<file path="config.mk">
export PLATFORM = sky130hd
export DESIGN_NAME = sha1_byte_stream_hasher_flat
export DESIGN_NICKNAME = d
export VERILOG_FILES = /design/src/rtl/sha1b_pkg.sv /design/src/rtl/sha1b_if.sv /design/src/rtl/sha1b_front.sv /design/src/rtl/sha1b_core.sv /design/src/rtl/sha1_byte_stream_hasher.sv /design/src/flat_wrapper.sv
export SDC_FILE = /design/constraint.sdc
export NUM_CORES = 2
export LEC_CHECK = 0
export BUFFER_PORTS_ARGS = -buffer_cell sky130_fd_sc_hd__clkbuf_2
export CAP_MARGIN = 20
export CORE_MARGIN = 2
export CORE_UTILIZATION = 50
export CTS_BUF_LIST = sky130_fd_sc_hd__clkbuf_4
export CTS_CLUSTER_SIZE = 10
export DETAILED_ROUTE_END_ITERATION = 10
export HOLD_SLACK_MARGIN = 0.02
export PLACE_DENSITY = 0.73
export RECOVER_POWER = 50
export SLEW_MARGIN = 20
export SYNTH_ARGS = -nofsm -noshare
export SYNTH_HDL_FRONTEND = slang
export SYNTH_SLANG_ARGS = --single-unit
</file>
<file path="constraint.sdc">
create_clock -name clock -period 15 [get_ports clock]
set_clock_uncertainty 0.05 [all_clocks]
set_input_delay 0.75 -clock clock [delete_from_list [all_inputs] [get_ports clock]]
set_output_delay 0.75 -clock clock [all_outputs]
set_load 0.01 [all_outputs]
</file>
<file path="src/rtl/sha1b_pkg.sv">
// ----------------------------------------------------------------------------
// SHA-1 byte stream hasher package
// Shared types and constants: queued item, sequencer states, SHA-1 constants.
// ----------------------------------------------------------------------------
package sha1b_pkg;

   // One queued input item
   typedef struct packed {
      logic [7:0] data_byte;
      logic       byte_present;
      logic       end_of_message;
   } item_type;

   // Back-end sequencer states
   typedef enum logic [1:0] {
      ST_IDLE,
      ST_ROUND,
      ST_PAD,
      ST_EMIT
   } state_type;

   // Chain initial values
   localparam logic [31:0] IV0 = 32'h67452301;
   localparam logic [31:0] IV1 = 32'hefcdab89;
   localparam logic [31:0] IV2 = 32'h98badcfe;
   localparam logic [31:0] IV3 = 32'h10325476;
   localparam logic [31:0] IV4 = 32'hc3d2e1f0;

   // Round constants
   localparam logic [31:0] K0 = 32'h5a827999;
   localparam logic [31:0] K1 = 32'h6ed9eba1;
   localparam logic [31:0] K2 = 32'h8f1bbcdc;
   localparam logic [31:0] K3 = 32'hca62c1d6;

   // Padding marker byte and block geometry
   localparam logic [7:0] PAD_MARK   = 8'h80;
   localparam logic [5:0] LEN_POS    = 6'd56;
   localparam logic [5:0] BLOCK_LAST = 6'd63;

   // Round counter limits
   localparam logic [6:0] ROUND_LAST = 7'd79;
   localparam logic [6:0] ROUND_B1   = 7'd20;
   localparam logic [6:0] ROUND_B2   = 7'd40;
   localparam logic [6:0] ROUND_B3   = 7'd60;

endpackage

</file>
<file path="src/rtl/sha1b_if.sv">
// ----------------------------------------------------------------------------
// SHA-1 byte stream hasher channels
// Valid/ready channels for message bytes and for digest results.
// ----------------------------------------------------------------------------
interface sha1b_req_if;
   logic       valid;
   logic       ready;
   logic [7:0] data_byte;
   logic       byte_present;
   logic       end_of_message;

   modport source (output valid, output data_byte, output byte_present,
                   output end_of_message, input ready);
   modport sink   (input valid, input data_byte, input byte_present,
                   input end_of_message, output ready);
endinterface

interface sha1b_rsp_if;
   logic        valid;
   logic        ready;
   logic [31:0] digest_word0;
   logic [31:0] digest_word1;
   logic [31:0] digest_word2;
   logic [31:0] digest_word3;
   logic [31:0] digest_word4;

   modport source (output valid, output digest_word0, output digest_word1,
                   output digest_word2, output digest_word3,
                   output digest_word4, input ready);
   modport sink   (input valid, input digest_word0, input digest_word1,
                   input digest_word2, input digest_word3,
                   input digest_word4, output ready);
endinterface

</file>
<file path="src/rtl/sha1b_front.sv">
// ----------------------------------------------------------------------------
// SHA-1 front end
// Accepts input items and holds them in a short queue for the back end.
// ----------------------------------------------------------------------------
module sha1b_front
   import sha1b_pkg::*;
#(
   parameter int DEPTH = 4
) (
   input  logic            clock,
   input  logic            reset,
   sha1b_req_if.sink       req_chan,
   output logic            item_valid,
   output item_type        item,
   input  logic            item_ready
);

   localparam int PTR_W = $clog2(DEPTH);
   localparam int CNT_W = $clog2(DEPTH + 1);

   item_type           queue_ff [DEPTH];
   logic [PTR_W-1:0]   wr_ptr_ff, wr_ptr_in;
   logic [PTR_W-1:0]   rd_ptr_ff, rd_ptr_in;
   logic [CNT_W-1:0]   count_ff, count_in;
   logic               push;
   logic               pop;
   item_type           new_item;

   // Handshakes on both sides
   assign req_chan.ready = (count_ff != CNT_W'(DEPTH));
   assign push           = req_chan.valid && req_chan.ready;
   assign item_valid     = (count_ff != '0);
   assign pop            = item_valid && item_ready;
   assign item           = queue_ff[rd_ptr_ff];

   // Pack the transfer into a queue entry
   always_comb begin
      new_item.data_byte      = req_chan.data_byte;
      new_item.byte_present   = req_chan.byte_present;
      new_item.end_of_message = req_chan.end_of_message;
   end

   // Advance pointers and occupancy
   always_comb begin
      wr_ptr_in = wr_ptr_ff;
      rd_ptr_in = rd_ptr_ff;
      count_in  = count_ff;
      if (push) begin
         wr_ptr_in = (wr_ptr_ff == PTR_W'(DEPTH - 1)) ? '0 : wr_ptr_ff + 1'b1;
      end
      if (pop) begin
         rd_ptr_in = (rd_ptr_ff == PTR_W'(DEPTH - 1)) ? '0 : rd_ptr_ff + 1'b1;
      end
      if (push && !pop) begin
         count_in = count_ff + 1'b1;
      end else if (pop && !push) begin
         count_in = count_ff - 1'b1;
      end
   end

   always_ff @(posedge clock) begin
      if (reset) begin
         wr_ptr_ff <= '0;
         rd_ptr_ff <= '0;
         count_ff  <= '0;
      end else begin
         wr_ptr_ff <= wr_ptr_in;
         rd_ptr_ff <= rd_ptr_in;
         count_ff  <= count_in;
      end
   end

   // Store the entry
   always_ff @(posedge clock) begin
      if (push) begin
         queue_ff[wr_ptr_ff] <= new_item;
      end
   end

`ifndef SYNTHESIS
   a_count_range: assert property (@(posedge clock) disable iff (reset)
      count_ff <= CNT_W'(DEPTH))
      else $error("queue occupancy beyond depth");

   a_push_grows: assert property (@(posedge clock) disable iff (reset)
      (push && !pop) |=> (count_ff == $past(count_ff) + 1'b1))
      else $error("queue did not grow on push");

   a_pop_shrinks: assert property (@(posedge clock) disable iff (reset)
      (pop && !push) |=> (count_ff == $past(count_ff) - 1'b1))
      else $error("queue did not shrink on pop");
`endif

endmodule

</file>
<file path="src/rtl/sha1b_core.sv">
// ----------------------------------------------------------------------------
// SHA-1 back end
// Packs bytes into the block window, pads, runs 80 rounds, emits the digest.
// ----------------------------------------------------------------------------
module sha1b_core
   import sha1b_pkg::*;
(
   input  logic            clock,
   input  logic            reset,
   input  logic            item_valid,
   input  item_type        item,
   output logic            item_ready,
   sha1b_rsp_if.source     rsp_chan
);

   state_type     state_ff, state_in;
   logic [5:0]    fill_ff, fill_in;
   logic [63:0]   bits_ff, bits_in;
   logic [6:0]    round_ff, round_in;
   logic          padding_ff, padding_in;
   logic          marker_ff, marker_in;
   logic          len_ok_ff, len_ok_in;
   logic          final_ff, final_in;
   logic          rsp_valid_ff, rsp_valid_in;
   logic [31:0]   chain_ff [5];
   logic [31:0]   chain_in [5];
   logic [31:0]   work_ff [5];
   logic [31:0]   work_in [5];
   logic [31:0]   window_ff [16];
   logic [31:0]   window_in [16];
   logic [31:0]   digest_ff [5];
   logic [31:0]   digest_in [5];

   logic          shift_en;
   logic [7:0]    shift_byte;
   logic          load_work;
   logic          rsp_load;
   logic [7:0]    len_byte;
   logic [31:0]   f_val;
   logic [31:0]   k_val;
   logic [31:0]   temp;
   logic [31:0]   sched_next;

   // Length byte for the current fill position, most significant first
   assign len_byte = bits_ff[{~fill_ff[2:0], 3'b000} +: 8];

   // Round function and constant
   always_comb begin
      priority if (round_ff < ROUND_B1) begin
         f_val = (work_ff[1] & work_ff[2]) | (~work_ff[1] & work_ff[3]);
         k_val = K0;
      end else if (round_ff < ROUND_B2) begin
         f_val = work_ff[1] ^ work_ff[2] ^ work_ff[3];
         k_val = K1;
      end else if (round_ff < ROUND_B3) begin
         f_val = (work_ff[1] & work_ff[2]) | (work_ff[1] & work_ff[3]) |
                 (work_ff[2] & work_ff[3]);
         k_val = K2;
      end else begin
         f_val = work_ff[1] ^ work_ff[2] ^ work_ff[3];
         k_val = K3;
      end
   end

   assign temp = {work_ff[0][26:0], work_ff[0][31:27]} + f_val + work_ff[4] +
                 k_val + window_ff[0];

   // Next schedule word, sixteen ahead of the word in use
   always_comb begin
      logic [31:0] x;
      x = window_ff[13] ^ window_ff[8] ^ window_ff[2] ^ window_ff[0];
      sched_next = {x[30:0], x[31]};
   end

   // Sequencer: next state and datapath controls
   always_comb begin
      state_in   = state_ff;
      fill_in    = fill_ff;
      bits_in    = bits_ff;
      round_in   = round_ff;
      padding_in = padding_ff;
      marker_in  = marker_ff;
      len_ok_in  = len_ok_ff;
      final_in   = final_ff;
      chain_in   = chain_ff;
      item_ready = 1'b0;
      shift_en   = 1'b0;
      shift_byte = '0;
      load_work  = 1'b0;
      rsp_load   = 1'b0;

      unique case (state_ff)
         ST_IDLE: begin
            if (item_valid) begin
               item_ready = 1'b1;
               if (item.byte_present) begin
                  shift_en   = 1'b1;
                  shift_byte = item.data_byte;
                  bits_in    = bits_ff + 64'd8;
                  fill_in    = fill_ff + 1'b1;
               end
               if (item.end_of_message) begin
                  padding_in = 1'b1;
                  marker_in  = 1'b0;
                  len_ok_in  = 1'b0;
                  final_in   = 1'b0;
               end
               if (item.byte_present && fill_ff == BLOCK_LAST) begin
                  load_work = 1'b1;
                  round_in  = '0;
                  state_in  = ST_ROUND;
               end else if (item.end_of_message) begin
                  state_in = ST_PAD;
               end
            end
         end

         ST_PAD: begin
            shift_en = 1'b1;
            fill_in  = fill_ff + 1'b1;
            if (!marker_ff) begin
               shift_byte = PAD_MARK;
               marker_in  = 1'b1;
               if (fill_ff < LEN_POS) begin
                  len_ok_in = 1'b1;
               end
            end else if (len_ok_ff && fill_ff >= LEN_POS) begin
               shift_byte = len_byte;
               if (fill_ff == BLOCK_LAST) begin
                  final_in = 1'b1;
               end
            end
            if (fill_ff == BLOCK_LAST) begin
               load_work = 1'b1;
               round_in  = '0;
               state_in  = ST_ROUND;
            end
         end

         ST_ROUND: begin
            round_in = round_ff + 1'b1;
            if (round_ff == ROUND_LAST) begin
               // Fold the last round straight into the chain
               chain_in[0] = chain_ff[0] + temp;
               chain_in[1] = chain_ff[1] + work_ff[0];
               chain_in[2] = chain_ff[2] + {work_ff[1][1:0], work_ff[1][31:2]};
               chain_in[3] = chain_ff[3] + work_ff[2];
               chain_in[4] = chain_ff[4] + work_ff[3];
               round_in    = '0;
               len_ok_in   = len_ok_ff | marker_ff;
               if (final_ff) begin
                  state_in = ST_EMIT;
               end else if (padding_ff) begin
                  state_in = ST_PAD;
               end else begin
                  state_in = ST_IDLE;
               end
            end
         end

         ST_EMIT: begin
            if (!rsp_valid_ff || rsp_chan.ready) begin
               rsp_load   = 1'b1;
               chain_in   = '{IV0, IV1, IV2, IV3, IV4};
               bits_in    = '0;
               padding_in = 1'b0;
               marker_in  = 1'b0;
               len_ok_in  = 1'b0;
               final_in   = 1'b0;
               state_in   = ST_IDLE;
            end
         end

         default: begin
            state_in = ST_IDLE;
         end
      endcase
   end

   // Block window: byte shift while filling, schedule shift while hashing
   always_comb begin
      window_in = window_ff;
      if (shift_en) begin
         for (int i = 0; i < 15; i++) begin
            window_in[i] = {window_ff[i][23:0], window_ff[i+1][31:24]};
         end
         window_in[15] = {window_ff[15][23:0], shift_byte};
      end else if (state_ff == ST_ROUND) begin
         for (int i = 0; i < 15; i++) begin
            window_in[i] = window_ff[i+1];
         end
         window_in[15] = sched_next;
      end
   end

   // Working words a..e
   always_comb begin
      work_in = work_ff;
      if (load_work) begin
         work_in = chain_ff;
      end else if (state_ff == ST_ROUND) begin
         work_in[0] = temp;
         work_in[1] = work_ff[0];
         work_in[2] = {work_ff[1][1:0], work_ff[1][31:2]};
         work_in[3] = work_ff[2];
         work_in[4] = work_ff[3];
      end
   end

   // Output register
   always_comb begin
      digest_in = rsp_load ? chain_ff : digest_ff;
      if (rsp_load) begin
         rsp_valid_in = 1'b1;
      end else if (rsp_chan.ready) begin
         rsp_valid_in = 1'b0;
      end else begin
         rsp_valid_in = rsp_valid_ff;
      end
   end

   assign rsp_chan.valid        = rsp_valid_ff;
   assign rsp_chan.digest_word0 = digest_ff[0];
   assign rsp_chan.digest_word1 = digest_ff[1];
   assign rsp_chan.digest_word2 = digest_ff[2];
   assign rsp_chan.digest_word3 = digest_ff[3];
   assign rsp_chan.digest_word4 = digest_ff[4];

   // Control state
   always_ff @(posedge clock) begin
      if (reset) begin
         state_ff     <= ST_IDLE;
         fill_ff      <= '0;
         bits_ff      <= '0;
         round_ff     <= '0;
         padding_ff   <= 1'b0;
         marker_ff    <= 1'b0;
         len_ok_ff    <= 1'b0;
         final_ff     <= 1'b0;
         rsp_valid_ff <= 1'b0;
         chain_ff     <= '{IV0, IV1, IV2, IV3, IV4};
      end else begin
         state_ff     <= state_in;
         fill_ff      <= fill_in;
         bits_ff      <= bits_in;
         round_ff     <= round_in;
         padding_ff   <= padding_in;
         marker_ff    <= marker_in;
         len_ok_ff    <= len_ok_in;
         final_ff     <= final_in;
         rsp_valid_ff <= rsp_valid_in;
         chain_ff     <= chain_in;
      end
   end

   // Payload registers
   always_ff @(posedge clock) begin
      window_ff <= window_in;
      work_ff   <= work_in;
      digest_ff <= digest_in;
   end

`ifndef SYNTHESIS
   a_round_range: assert property (@(posedge clock) disable iff (reset)
      round_ff <= ROUND_LAST)
      else $error("round counter out of range");

   a_pad_in_message: assert property (@(posedge clock) disable iff (reset)
      (state_ff == ST_PAD) |-> padding_ff)
      else $error("padding without a finished message");

   a_final_has_length: assert property (@(posedge clock) disable iff (reset)
      final_ff |-> (padding_ff && marker_ff && len_ok_ff))
      else $error("final block without marker and length");
`endif

endmodule

</file>
<file path="src/rtl/sha1_byte_stream_hasher.sv">
// ----------------------------------------------------------------------------
// SHA-1 byte stream hasher
// Top level: input queue in front of the block/round engine.
// ----------------------------------------------------------------------------
// Usage:
//   req_chan carries one item per transfer: data_byte, byte_present and
//   end_of_message. A byte is appended when byte_present is set; an item
//   with end_of_message pads and finishes the message after its byte.
//   rsp_chan returns one transfer per finished message with digest_word0
//   through digest_word4 (H0..H4, most significant byte first).
// Timing:
//   The engine takes one byte per cycle from the queue while it is idle
//   and runs one SHA-1 round per cycle, 80 rounds on each full 64-byte
//   block, taking no bytes meanwhile. On finish it writes padding one byte
//   per cycle up to the end of the block (plus one more block when fewer
//   than nine bytes remain), runs 80 rounds per padded block, then loads
//   the digest into the output register in ST_EMIT once that register is
//   free.
// Reset:
//   Synchronous, active high; the queue empties and the chain returns to
//   the SHA-1 initial values.
// Stalls:
//   The digest waits in an output register; while it is not taken, the
//   next digest holds in the engine and the queue keeps taking items until
//   full (QUEUE_DEPTH entries).
// ----------------------------------------------------------------------------
module sha1_byte_stream_hasher
   import sha1b_pkg::*;
#(
   parameter int QUEUE_DEPTH = 4
) (
   input  logic         clock,
   input  logic         reset,
   sha1b_req_if.sink    req_chan,
   sha1b_rsp_if.source  rsp_chan
);

   logic      item_valid;
   logic      item_ready;
   item_type  item;

   sha1b_front #(
      .DEPTH (QUEUE_DEPTH)
   ) u_front (
      .clock      (clock),
      .reset      (reset),
      .req_chan   (req_chan),
      .item_valid (item_valid),
      .item       (item),
      .item_ready (item_ready)
   );

   sha1b_core u_core (
      .clock      (clock),
      .reset      (reset),
      .item_valid (item_valid),
      .item       (item),
      .item_ready (item_ready),
      .rsp_chan   (rsp_chan)
   );

endmodule

</file>
<file path="src/flat_wrapper.sv">
// flat-port wrapper written by rule: the top's interface ports become plain ports
module sha1_byte_stream_hasher_flat import sha1b_pkg::*;
#(
   parameter int QUEUE_DEPTH = 4
)
  (clock, reset, req_chan_valid, req_chan_data_byte, req_chan_byte_present, req_chan_end_of_message, req_chan_ready, rsp_chan_valid, rsp_chan_digest_word0, rsp_chan_digest_word1, rsp_chan_digest_word2, rsp_chan_digest_word3, rsp_chan_digest_word4, rsp_chan_ready);
  sha1b_req_if req_chan_i ();
  sha1b_rsp_if rsp_chan_i ();
  input  logic clock;
  input  logic reset;
  input wire logic [$bits(req_chan_i.valid)-1:0] req_chan_valid;
  input wire logic [$bits(req_chan_i.data_byte)-1:0] req_chan_data_byte;
  input wire logic [$bits(req_chan_i.byte_present)-1:0] req_chan_byte_present;
  input wire logic [$bits(req_chan_i.end_of_message)-1:0] req_chan_end_of_message;
  output wire logic [$bits(req_chan_i.ready)-1:0] req_chan_ready;
  output wire logic [$bits(rsp_chan_i.valid)-1:0] rsp_chan_valid;
  output wire logic [$bits(rsp_chan_i.digest_word0)-1:0] rsp_chan_digest_word0;
  output wire logic [$bits(rsp_chan_i.digest_word1)-1:0] rsp_chan_digest_word1;
  output wire logic [$bits(rsp_chan_i.digest_word2)-1:0] rsp_chan_digest_word2;
  output wire logic [$bits(rsp_chan_i.digest_word3)-1:0] rsp_chan_digest_word3;
  output wire logic [$bits(rsp_chan_i.digest_word4)-1:0] rsp_chan_digest_word4;
  input wire logic [$bits(rsp_chan_i.ready)-1:0] rsp_chan_ready;
  assign req_chan_i.valid = req_chan_valid;
  assign req_chan_i.data_byte = req_chan_data_byte;
  assign req_chan_i.byte_present = req_chan_byte_present;
  assign req_chan_i.end_of_message = req_chan_end_of_message;
  assign req_chan_ready = req_chan_i.ready;
  assign rsp_chan_valid = rsp_chan_i.valid;
  assign rsp_chan_digest_word0 = rsp_chan_i.digest_word0;
  assign rsp_chan_digest_word1 = rsp_chan_i.digest_word1;
  assign rsp_chan_digest_word2 = rsp_chan_i.digest_word2;
  assign rsp_chan_digest_word3 = rsp_chan_i.digest_word3;
  assign rsp_chan_digest_word4 = rsp_chan_i.digest_word4;
  assign rsp_chan_i.ready = rsp_chan_ready;
  sha1_byte_stream_hasher #(.QUEUE_DEPTH(QUEUE_DEPTH)) u_core (.clock(clock), .reset(reset), .req_chan(req_chan_i), .rsp_chan(rsp_chan_i));
endmodule
</file>
Word level (Yosys, flattened, before mapping). Memory sizes are Yosys's and may differ from the RTL's. A register that Yosys moved wholly into a read port is not among the register bits. Index checks and enable logic that the tools add are counted.

Register bits: 1083. Latch bits: 0. Memory bits (writable): 40. ROM bits: 0. Input port bits: 14. Logic and storage cells: 206. Memories kept: 1.

Memories: u_core.u_front.queue_ff (words 4, width 10, rd ports 1, clocked after Yosys merged registers in 1, wr ports 1, line sha1b_front.sv:21) `item_type queue_ff [DEPTH];`.

Add/subtract/negate cells: 16. $mul: 0. Div/mod/pow operators: 0. $lt $le $gt $ge: 5. Equality and inequality tests: 20. Shift-type cells: 1. Mux-type cells: 75. Bitwise gates (word level): 15. Reductions and logical operators: 30.

Operator list (count): $mux 512 (2); $mux 160 (4); $pmux 160 s2 (1); $add 32x32->32 (9); $mux 64 (3); $mux 32 (5); $xor 32x32->32 (5); $and 32x32->32 (4); $pmux 64 s2 (1); $or 32x32->32 (3); $add 64x4->64 const B (1); $shiftx 64x7->8 (1); $mux 8 (4); $not 32->32 (1); $mux 31 (1); $mux 7 (4); $mux 1 (24); $mux 2 (12); $pmux 7 s3 (1); $ne 2x2->1 const B (10); $pmux 8 s2 (1); $reduce_and 4->1 (4); $lt 7x6->1 const B (2); $reduce_bool 2->1 (7); other kinds (32) (52).

Longest topological paths before layout.
Word-level depth: 13. Mapped depth: 32. Mapped depth without buffers: 31.

Hierarchy. A second synthesis with hierarchy kept.

Cell total of the unflattened synthesis: 5734. Area total of the unflattened synthesis: 57800.4 um^2.

Modules (own cells, without submodules): sha1b_core (instances 1, cells each 5634, area each 55881.1 um^2, sequential area each 29808.6 um^2); sha1b_front (instances 1, cells each 100, area each 1919.3 um^2, sequential area each 1381.3 um^2).

Least setup slack after synthesis. OpenSTA, ideal clock, no wires.

Kind: flip-flop to flip-flop. From: register (tool-made name). To: register u_core.u_core.window_ff[0] (netlist bit), enable pin. Library setup time: 3.645 ns. Data arrival time: 10.584 ns. Required time: 11.305 ns. Path slack: 0.721 ns. Stages on the path, launching flop included: 9. Buffers on the path: 4. Period minus slack after synthesis: 14.279 ns. Cells stage by stage: dfxtp_1 buf_4 mux4_2 nor2b_1 buf_2 nor2_1 clkbuf_1 clkbuf_1 nand2_1.

RTL lines: to (signal assigned) (line sha1b_core.sv:258) `window_ff <= window_in;`; to (decl) (line sha1b_core.sv:29) `logic [31:0] window_ff [16];`.

==> flow_metrics.py <==
metrics = {
    "run": {
        "cap_viol_max_count": 15,
    },
    "floorplanning": {
        "die_h_um": 345,
        "floorplan.die_area_sq_um": 119000,
        "floorplan.die.width_um": 345,
        "floorplan.initialDensity": 0.506,
        "num_io_pins": 176,
        "design.core.area_sq_um": 115000,
        "rows": 124,
    },
    "min_path": {
        "hp-start": "reset",
        "timing.hold.worst_endpoint": "u_core.u_core.chain_ff[72]",
        "timing.hold.worst.class": "in -> reg",
        "hold-path-cell-count": 3,
    },
    "grt": {
        "maximum_number_of_pins_on_one_net_before_global_route_repair": 227,
        "global_route_wire_length_before_repair_um": 237000,
        "antenna_found_initial": 8,
        "grt_usage": 0.259,
        "overflow": 0,
        "via_count_of_the_first_global_routing_pass": 42300,
    },
    "logic_synthesis": {
        "async_flop_share": 0,
        "cell_variety_after_synth": 87,
        "synth_ff_type": "sky130_fd_sc_hd__edfxtp_1",
        "synthesis.area_per_instance_sq_um": 10.0,
        "xor_xnor_fraction_of_synth_area": 0.0479,
        "yosysWarningCount": 0,
        "synth-seq-area-share": 0.538,
        "synth.mux.area_fraction": 0.0197,
        "syn_inst": 5785,
        "synth_seq_cells": 1122,
        "synth-compound-area-share": 0.0912,
        "synth_top_family_by_area": "simple AND/OR/NAND/NOR gates",
        "number_of_flops_mapped_to_enable_cells_by_yosys": 872,
        "synth-simple-area-share": 0.185,
        "synth_nets": 6136,
        "post_synth_instance_area_sq_um": 58000,
        "synthAdderAreaFrac": 0.0890,
    },
    "setup_path": {
        "worst_case_register_to_register_setup_slack_ps": 3940,
        "timing.critical_path.required_ps": 15440,
        "critPathTopFamily": "buffers and inverters",
        "rr_endpoint": "u_core.u_core.work_ff[118]",
        "slowest_delay_ps": 5740,
        "end_kind": "register",
        "path_common_cell": "sky130_fd_sc_hd__nor2_1",
        "timing.critical_path.cells": "mux4_2 -> nor2b_1 -> nor2_1 -> buf_12 -> nor2_1 -> clkbuf_1 -> o21ai_0",
        "timing.critical_path.from_type": "register",
        "total_buffers_and_inverters_traversed_by_the_critical_path": 2,
        "critPathKind": "reg -> reg",
        "timing.critical_path.arrival_ps": 11500,
        "cpMaxStageDelayCell": "sky130_fd_sc_hd__clkbuf_1",
        "r2r.worst_path.cells": 7,
        "crit_path_max_fanout": 224,
    },
    "clocking": {
        "clock_input_transition_at_the_sequential_cells_of_the_worst_setup_and_hold_paths_ps": 70,
        "cts_root_buf": "sky130_fd_sc_hd__clkbuf_4",
        "clkLatencyLatePin_ps": 1230,
        "cts_sinks": 1122,
        "ctsResizeCount": 0,
        "ctsLongestPathBuffers": 4,
        "cts_tree": "done",
        "numCtsBuffers": 315,
        "cts_max_level": 5,
    },
    "sta": {
        "timing.slew.headroom": -4.53,
        "grt_setup_unrepaired": "no",
        "final.period_utilization": 0.738,
        "slew_viol_final": 944,
        "max_clock_freq_mhz": 90.4,
        "worst_tran_pin_value_ps": 8300,
        "report.final.setup_viol": 0,
        "setup_total_negative_slack_ps": 0,
        "report.final.hold_viol_count": 0,
        "finalWorstPathRequiredPeriod_ps": 11060,
    },
    "final_layout": {
        "drive_gt1_frac": 0.0927,
        "most-common-layout-cells": "2027 x sky130_fd_sc_hd__nand2_1, 872 x sky130_fd_sc_hd__edfxtp_1, 458 x sky130_fd_sc_hd__clkbuf_4, 300 x sky130_fd_sc_hd__nor2_1, 250 x sky130_fd_sc_hd__dfxtp_1",
        "layout.cells.non_filler": 7833,
        "mostFrequentLayoutCell": "sky130_fd_sc_hd__nand2_1",
        "seq_area_sq_um": 31200,
        "layout.nets": 6441,
        "area_of_combinational_cells_with_multiple_inputs_sq_um": 25200,
        "layout_area_growth_over_synthesis_pct": 10.3,
        "fin_area_sq_um": 64000,
        "num-fill-cells": 10000,
        "final_core_util": 0.558,
    },
    "placed_design": {
        "place.detailed.instances": 7273,
        "gp_routability_congestion": 0.994,
        "place_area_sq_um": 60300,
        "port_buffers": 175,
        "place.detailed.hpwl_um": 106000,
    },
    "run_status": {
        "run_status": "complete, but fails checks",
        "violations_in_the_final_reports": "max-capacitance violations, max-slew violations",
    },
    "route": {
        "antenna_left": 0,
        "drt_drc_violations_left": 0,
        "route.vias.total": 43600,
        "1st_iter_drt_viols": 4378,
        "drt_first_pass_iters": 6,
        "routed_via_density": 5.56,
        "routedWlPerCell_um": 19.7,
        "postRouteWirelength_um": 155000,
    },
}
[synth_stat cells (all sizes together), types with 18 or more instances]
| cell | count | area, sq um |
|---|---|---|
| o22ai | 48 | 300 |
| a21oi | 216 | 1090 |
| nor3 | 52 | 265 |
| a22oi | 38 | 285 |
| a21o | 82 | 616 |
| o21ai | 193 | 966 |
| nor2 | 302 | 1140 |
| clkbuf | 212 | 797 |
| nand4 | 23 | 144 |
| edfxtp | 872 | 26200 |
| nand2b | 37 | 231 |
| inv | 208 | 781 |
| fa | 126 | 2520 |
| xor2 | 108 | 946 |
| a211oi | 22 | 170 |
| ha | 211 | 2640 |
| dfxtp | 250 | 5000 |
| mux4 | 23 | 518 |
| nand2 | 2030 | 7620 |
| mux2i | 52 | 521 |
| buf | 25 | 114 |
| or3 | 29 | 186 |
| xnor2 | 209 | 1830 |
| o21a | 44 | 330 |
| and3 | 48 | 300 |
| nor2b | 24 | 150 |
| o21bai | 18 | 135 |
| nand3 | 59 | 295 |
[per-layer routing]
layer / GRT usage / share of wire / vias up
met4: 0.136 / 0.051 / 4
met2: 0.413 / 0.46 / 1671
met3: 0.0494 / 0.078 / 415
met1: 0.337 / 0.41 / 20800
met5: 0 / 0.00016 / -
li1: - / - / 20700
[sequential cells by signal (all words and copies together) (netlist names), named ones only]
| register | count |
|---|---|
| u_core.u_front.wr_ptr_ff | 2 |
| u_core.u_core.state_ff | 2 |
| u_core.u_core.bits_ff | 61 |
| u_core.u_core.rsp_chan.valid | 1 |
| u_core.u_core.fill_ff | 6 |
| u_core.u_core.marker_ff | 1 |
| u_core.u_core.window_ff | 512 |
| u_core.u_front.rd_ptr_ff | 2 |
| u_core.u_core.round_ff | 7 |
| u_core.u_core.chain_ff | 160 |
| u_core.u_core.rsp_chan.digest_word3 | 32 |
| u_core.u_core.work_ff | 160 |
| u_core.u_core.len_ok_ff | 1 |
| u_core.u_front.queue_ff | 40 |
| u_core.u_core.rsp_chan.digest_word4 | 32 |
| u_core.u_core.final_ff | 1 |
| u_core.u_core.padding_ff | 1 |
| u_core.u_core.rsp_chan.digest_word1 | 32 |
| u_core.u_core.rsp_chan.digest_word0 | 32 |
| u_core.u_front.count_ff | 3 |
| u_core.u_core.rsp_chan.digest_word2 | 32 |
[per-stage QoR]
stage,hold WS [ps],worst slack (ps)
final,130,3940
after global routing,80.8,3320
after CTS,23.6,6290
after detailed placement,402,6430
after global placement,391,6460
after floorplan,374,721
[worst max path at each step]
stage / endpoint / slack (ps) / cells after the start
detailed placement: u_core.u_core.chain_ff[159] / 6430 / 32
finish: u_core.u_core.work_ff[118] / 3940 / 7
floorplan: u_core.u_core.window_ff[0] / 720 / 8
global placement: u_core.u_core.chain_ff[159] / 6460 / 32
global route: u_core.u_core.work_ff[118] / 3320 / 7
CTS: u_core.u_core.chain_ff[159] / 6290 / 32
[area by class of cell]
| type | count | area share |
|---|---|---|
| inverters | 208 | 0.0122 |
| diodes | 9 | 0.000352 |
| multi-input cells | 4218 | 0.393 |
| clock inverters | 81 | 0.00716 |
| well taps | 1512 | 0.0296 |
| clock buffers | 458 | 0.0537 |
| repair buffers | 225 | 0.0167 |
| flip-flops and latches | 1122 | 0.487 |
[kinds of logic (layout without fill, tap and decap cells)]
family / after synthesis / count (layout)
xor+xnor: 317 / 317
flops: 1122 / 1122
simple gates: 2664 / 2664
buf+inv: 445 / 972
fa+ha+maj: 337 / 337
mux: 84 / 84
other cells: 0 / 9
compound gates: 816 / 816
[worst min-delay path: stages]
cell and delay, ps:
sky130_fd_sc_hd__buf_4 130, sky130_fd_sc_hd__buf_4 290, sky130_fd_sc_hd__nor2_1 150
[timing repair]
action	in CTS	in global routing
hold buffers	12	0
setup endpoints to repair	0	0
buffers inserted	0	0
endpoints found under the hold margin	43	0
Power is left out: the tool's default activity adds up to more than one toggle a clock period on the data nets, which glitch-free logic cannot reach.
